$ cat src/rtl/cdd_pkg.sv
// Shared widths, calendar constants and leap/month-length functions for the date difference block.
`timescale 1ns / 1ps

package cdd_pkg;

    localparam int unsigned YearW  = 14;
    localparam int unsigned MonthW = 4;
    localparam int unsigned DayW   = 5;
    localparam int unsigned DiffYW = 15;
    localparam int unsigned DiffDW = 6;

    typedef logic [YearW-1:0]         t_year;
    typedef logic [MonthW-1:0]        t_month;
    typedef logic [DayW-1:0]          t_day;
    typedef logic signed [DiffYW-1:0] t_diff_year;
    typedef logic signed [DiffDW-1:0] t_diff_day;

    localparam t_year  YearMin     = 14'd1800;
    localparam t_year  YearMax     = 14'd9999;
    localparam t_month MonthJan    = 4'd1;
    localparam t_month MonthFeb    = 4'd2;
    localparam t_month MonthMar    = 4'd3;
    localparam t_month MonthApr    = 4'd4;
    localparam t_month MonthMay    = 4'd5;
    localparam t_month MonthJun    = 4'd6;
    localparam t_month MonthJul    = 4'd7;
    localparam t_month MonthSep    = 4'd9;
    localparam t_month MonthOct    = 4'd10;
    localparam t_month MonthNov    = 4'd11;
    localparam t_month MonthDec    = 4'd12;
    localparam t_month MonthsPerYr = 4'd12;
    localparam t_day   DaysFebLeap = 5'd29;
    localparam t_day   DaysFeb     = 5'd28;
    localparam t_day   DaysShort   = 5'd30;
    localparam t_day   DaysLong    = 5'd31;

    // floor(y / 100) equals (y * 5243) >> 19 for every 14-bit y.
    localparam logic [12:0] Recip100 = 13'd5243;
    localparam int unsigned RecipShift = 19;
    localparam logic [13:0] Hundred = 14'd100;

    // Gregorian leap test: divisible by 4 and not by 100, or divisible by 400.
    function automatic logic is_leap(input t_year y);
        logic [26:0] prod;
        logic [7:0]  q;
        logic [13:0] back;
        logic        div100;
        prod   = 27'(y) * 27'(Recip100);
        q      = prod[RecipShift +: 8];
        back   = 14'(q) * Hundred;
        div100 = (back == y);
        return ((y[1:0] == 2'b00) && !div100) || (div100 && (q[1:0] == 2'b00));
    endfunction

    // Length of month m; months outside 1..12 are rejected separately.
    function automatic t_day month_len(input t_month m, input logic leap);
        t_day len;
        unique case (m)
            MonthApr, MonthJun, MonthSep, MonthNov: len = DaysShort;
            MonthFeb: len = leap ? DaysFebLeap : DaysFeb;
            default:  len = DaysLong;
        endcase
        return len;
    endfunction

    // Days borrowed when the later date's day is short, keyed on its month.
    function automatic t_day borrow_len(input t_month m, input logic leap);
        t_day len;
        unique case (m)
            MonthMar: len = leap ? DaysFebLeap : DaysFeb;
            MonthMay, MonthJul, MonthOct, MonthDec: len = DaysShort;
            default:  len = DaysLong;
        endcase
        return len;
    endfunction

endpackage

$ cat src/rtl/calendar_date_difference.sv
// Top level: validates two Gregorian dates and subtracts them into years, months and days.
`timescale 1ns / 1ps

// Channel   Handshake            Payload                                       Direction
// -------   ------------------   -------------------------------------------   ---------
// command   start, busy          i_first_{year,month,day},                     in
//                                i_second_{year,month,day}
// result    o_done (1 cycle)     o_date_invalid, o_diff_years,                 out
//                                o_diff_months, o_diff_days
//
// A command transfer happens on every rising edge with start high and busy low. busy is
// never raised, so one date pair can be taken in every cycle. Each transfer produces exactly
// one result, which passes through the input register and then the result register before
// o_done rises with it. The receiver cannot stall the result port; each result is present
// for exactly one cycle. A synchronous low on i_rst_n drops any command in flight and
// clears o_done.

module calendar_date_difference (
    input  logic                     i_clk,
    input  logic                     i_rst_n,
    input  logic                     start,
    output logic                     busy,
    input  cdd_pkg::t_year           i_first_year,
    input  cdd_pkg::t_month          i_first_month,
    input  cdd_pkg::t_day            i_first_day,
    input  cdd_pkg::t_year           i_second_year,
    input  cdd_pkg::t_month          i_second_month,
    input  cdd_pkg::t_day            i_second_day,
    output logic                     o_done,
    output logic                     o_date_invalid,
    output cdd_pkg::t_diff_year      o_diff_years,
    output cdd_pkg::t_month          o_diff_months,
    output cdd_pkg::t_diff_day       o_diff_days
);
    import cdd_pkg::*;

    // Input register stage.
    logic   r_in_valid;
    t_year  r_y1, r_y2;
    t_month r_m1, r_m2;
    t_day   r_d1, r_d2;

    // Result register stage.
    logic       r_done;
    logic       r_invalid;
    t_diff_year r_diff_y;
    t_month     r_diff_m;
    t_diff_day  r_diff_d;

    logic       n_invalid;
    t_diff_year n_diff_y;
    t_month     n_diff_m;
    t_diff_day  n_diff_d;

    logic       leap1, leap2;
    logic       ok1, ok2;
    logic       day_borrow, month_borrow;
    t_day       borrow_days;
    logic signed [5:0] mm;         // later month after a day borrow, may reach zero
    logic signed [6:0] dd;         // later day plus borrow, minus earlier day

    // The block has no multi-cycle work, so it is always ready for a new command.
    assign busy = 1'b0;

    always_ff @(posedge i_clk) begin
        if (!i_rst_n) begin
            r_in_valid <= 1'b0;
            r_done     <= 1'b0;
        end else begin
            r_in_valid <= start && !busy;
            r_done     <= r_in_valid;
        end
        if (start && !busy) begin
            r_y1 <= i_first_year;
            r_m1 <= i_first_month;
            r_d1 <= i_first_day;
            r_y2 <= i_second_year;
            r_m2 <= i_second_month;
            r_d2 <= i_second_day;
        end
        if (r_in_valid) begin
            r_invalid <= n_invalid;
            r_diff_y  <= n_diff_y;
            r_diff_m  <= n_diff_m;
            r_diff_d  <= n_diff_d;
        end
    end

    always_comb begin
        leap1 = is_leap(r_y1);
        leap2 = is_leap(r_y2);

        // A date is valid when year, month and day all lie in range.
        ok1 = (r_y1 >= YearMin) && (r_y1 <= YearMax) &&
              (r_m1 >= MonthJan) && (r_m1 <= MonthDec) &&
              (r_d1 != '0) && (r_d1 <= month_len(r_m1, leap1));
        ok2 = (r_y2 >= YearMin) && (r_y2 <= YearMax) &&
              (r_m2 >= MonthJan) && (r_m2 <= MonthDec) &&
              (r_d2 != '0) && (r_d2 <= month_len(r_m2, leap2));
        n_invalid = !(ok1 && ok2);

        // Borrow days from the month before the later date's month, then borrow a year when the months fall short.
        day_borrow  = (r_d2 < r_d1);
        borrow_days = day_borrow ? borrow_len(r_m2, leap2) : '0;
        mm = $signed({2'b00, r_m2}) - $signed({5'd0, day_borrow});
        month_borrow = (mm < $signed({2'b00, r_m1}));
        dd = $signed({2'b00, r_d2}) + $signed({2'b00, borrow_days}) - $signed({2'b00, r_d1});

        if (n_invalid) begin
            n_diff_y = '0;
            n_diff_m = '0;
            n_diff_d = '0;
        end else begin
            n_diff_y = $signed({1'b0, r_y2}) - $signed({1'b0, r_y1})
                       - $signed({14'd0, month_borrow});
            n_diff_m = 4'(mm[3:0] + (month_borrow ? MonthsPerYr : 4'd0) - r_m1);
            n_diff_d = dd[5:0];
        end
    end

    assign o_done         = r_done;
    assign o_date_invalid = r_invalid;
    assign o_diff_years   = r_diff_y;
    assign o_diff_months  = r_diff_m;
    assign o_diff_days    = r_diff_d;

endmodule

$ cat config.mk
export PLATFORM = sky130hd
export DESIGN_NAME = calendar_date_difference
export DESIGN_NICKNAME = d
export VERILOG_FILES = /design/src/rtl/cdd_pkg.sv /design/src/rtl/calendar_date_difference.sv
export SDC_FILE = /design/constraint.sdc
export NUM_CORES = 1
export LEC_CHECK = 0
export ABC_CLOCK_PERIOD_IN_PS = 21900
export BUFFER_PORTS_ARGS = -buffer_cell sky130_fd_sc_hd__buf_2
export CORE_MARGIN = 3
export CORE_UTILIZATION = 28
export DETAILED_ROUTE_END_ITERATION = 16
export HOLD_SLACK_MARGIN = 0.02
export PLACE_DENSITY = 0.41
export RECOVER_POWER = 25
export SETUP_SLACK_MARGIN = 0.1
export SYNTH_ARGS = -nofsm -noshare
export SYNTH_HDL_FRONTEND = slang
export SYNTH_SLANG_ARGS = --single-unit
$ cat constraint.sdc
create_clock -name i_clk -period 21.9 [get_ports i_clk]
set_input_delay 4.38 -clock i_clk [delete_from_list [all_inputs] [get_ports i_clk]]
set_output_delay 4.38 -clock i_clk [all_outputs]
set_load 0.05 [all_outputs]
==> results.json <==
{
  "ys_async_sr_fraction": 0,
  "die_h_microns": 218,
  "final_cell_utilization_of_the_core": 0.319,
  "worstPathBufferInverterCount": 7,
  "hpwl_after_detailed_placement_mm": 26.5,
  "port_buffers": 75,
  "max_clock_freq_mhz": 95.0,
  "initial_utilization": 0.287,
  "wire_length_of_the_first_global_routing_pass_mm": 49.5,
  "cp_num_cells": 41,
  "root_driver": "clkbuf_16",
  "maxCapViolations": 1,
  "timing_worst_slew_pin_value_ps": 1740,
  "drcViolationCount": 0,
  "critPathRequiredTime_ps": 22130,
  "whs_path_depth": 1,
  "hold_path.class": "reg2reg",
  "layout_common_cells": "inv_1, ha_1, fa_1",
  "rsz0062_at_grt": "false",
  "area_growth_syn_to_layout_pct": 11.1,
  "post_cts_hold_buffer_count": 0,
  "wl_per_cell_microns": 16.3,
  "grt_antenna_before_repair": 0,
  "cts_setup_buffers": 0,
  "slew-limit-headroom": -0.162,
  "ys.warnings.count": 0,
  "critical-path-slowest-cell": "edfxtp_1",
  "worst_path_dominant_cell_family": "adder cells",
  "timing.hold.ws_ps": 455,
  "synth-seq-cells": 74,
  "gp_routability_congestion": 0.786,
  "antenna-diode-count": 0,
  "worst_setup_path_start_kind": "flop",
  "clkSlewWorstSetupHoldPaths_ps": 60,
  "critical_path.startpoint": "r_y2[11]",
  "post-route-period-util": 0.481,
  "number_of_detailed_routing_iterations_run_before_antenna_repair": 4,
  "cts_h_tree_depth": 3,
  "synth.distinct_cells": 60,
  "final_period_minus_worst_setup_slack_ps": 10530,
  "violations": "capacitance limit, slew limit",
  "synth_enable_flop_cells": 72,
  "cts_tree": "yes",
  "synth_seq_area_share": 0.176,
  "dieArea_sq_um": 47300,
  "worstReg2RegStart": "r_y2[11]",
  "globalRouteOverflowTotal": 0,
  "cts_inserted_buffers": 9,
  "routed_antenna_nets": 0,
  "cts.path.max_buffers": 2,
  "setup.worst_path.class": "reg2reg",
  "drt_first_iter_violations": 301,
  "synth_top_cells_by_area": "ha_1, fa_1, edfxtp_1",
  "final_net_count": 1805,
  "leading_cell_type_in_the_layout_fill_and_taps_excluded": "inv_1",
  "max_stage_delay_ps": 730,
  "synth_area_leader_cell": "ha_1",
  "drive_above_1_share": 0.0766,
  "dominantRegCellSynth": "edfxtp_1",
  "worstSetupEndpointType": "flop",
  "timing.critical_path.fanout_max": 20,
  "grt_util_all_layers": 0.137,
  "placement_rows": 76,
  "syn_avg_cell_area_sq_um": 10.3,
  "final.setup_skew_ps": 9.74,
  "drt-total-wl_mm": 30.7,
  "setup_viol": 0,
  "via_per_inst": 4.32,
  "syn_nets": 1722,
  "origin_of_the_worst_min_delay_path": "r_in_valid",
  "r2r.worst_path.cells": 41,
  "tritoncts_num_sinks": 74,
  "via_count": 8165,
  "fp.dieW_microns": 218,
  "synth_largest_type_area_fraction": 0.313,
  "finalHoldViolCount": 0,
  "report.final.slew_viol_count": 27,
  "synthCells": 1218,
  "skew_pair_late_insertion_delay_ps": 370,
  "cts-resized-gates": 0,
  "totalNegativeSetupSlack_ps": 0,
  "cp_data_arrival_time_ps": 10760,
  "synth_area_sq_um": 12500,
  "number_of_global_route_vias_before_repair": 8798,
  "run_status": "finished, violations left",
  "design.core.area_sq_um": 43600,
  "io-pin-count": 77,
  "largest_net_degree_at_the_start_of_global_routing": 48
}
-- cell usage after synthesis (3+ instances only) --
| cell | number |
|---|---|
| clkbuf_1 | 3 |
| fa_1 | 141 |
| nand2_1 | 26 |
| and2_1 | 4 |
| or3_1 | 4 |
| nor3_1 | 19 |
| nor3b_1 | 4 |
| nor2_1 | 52 |
| o21bai_1 | 8 |
| a21oi_1 | 40 |
| nor4_1 | 4 |
| inv_1 | 315 |
| and3_1 | 7 |
| a21o_1 | 20 |
| a41oi_1 | 3 |
| xor2_1 | 25 |
| o21ai_0 | 17 |
| or4_1 | 4 |
| mux2i_1 | 3 |
| nand2b_1 | 6 |
| edfxtp_1 | 72 |
| o211ai_1 | 3 |
| ha_1 | 314 |
| o21a_1 | 4 |
| nand3_1 | 11 |
| o22ai_1 | 5 |
| nand4_1 | 10 |
| xnor2_1 | 49 |
| o21ai_1 | 3 |
| a211oi_1 | 6 |
-- metrics by stage --
step	area, sq um	cells	worst slack (ps)
2_1_floorplan	12500	1218	12610
3_3_place_gp	13600	1875	11590
3_5_place_dp	13600	1875	11360
4_1_cts	13900	1890	11350
5_1_grt	13900	1890	10570
6_report	13900	1890	11370
-- flip-flops by register name (all words and copies together) (netlist names), 5 cells and up --
signal,flops
o_diff_days,6
o_diff_years,15
r_d1,5
r_d2,5
r_y1,14
r_y2,14
-- area by class of cell --
class	count	area [sq um]
clock buffers	10	229
clock inverters	5	80.1
fillers	4543	29700
inverters	315	1180
multi-input cells	823	9110
flip-flops and latches	74	2200
well taps	585	732
repair buffers	78	394
-- kinds of logic after synthesis --
logic type                 share of synthesized area
adders and majority gates                      0.539
buffers and inverters                         0.0975
and+or+nand+nor                               0.0619
AOI/OAI and AO/OA                             0.0699
xor gates and xnor gates                      0.0535
DFF                                            0.176
muxes                                        0.00240
other                                       0.000299
-- final timing paths --
| path | to | slack [ps] |
|---|---|---|
| worst max-delay path | o_diff_years[14] | 11370 |
| worst min-delay path | o_done | 450 |
| worst max register to register | o_diff_years[14] | 11370 |
| worst min register to register | o_done | 450 |
-- layer usage --
layer | global-route usage | part of all wire
met5 | 0 | 0
met4 | 0.0185 | 0.0069
met3 | 0.0220 | 0.030
met2 | 0.220 | 0.45
met1 | 0.200 | 0.51
Power is left out: the tool's default activity adds up to more than one toggle a clock period on the data nets, which glitch-free logic cannot reach.
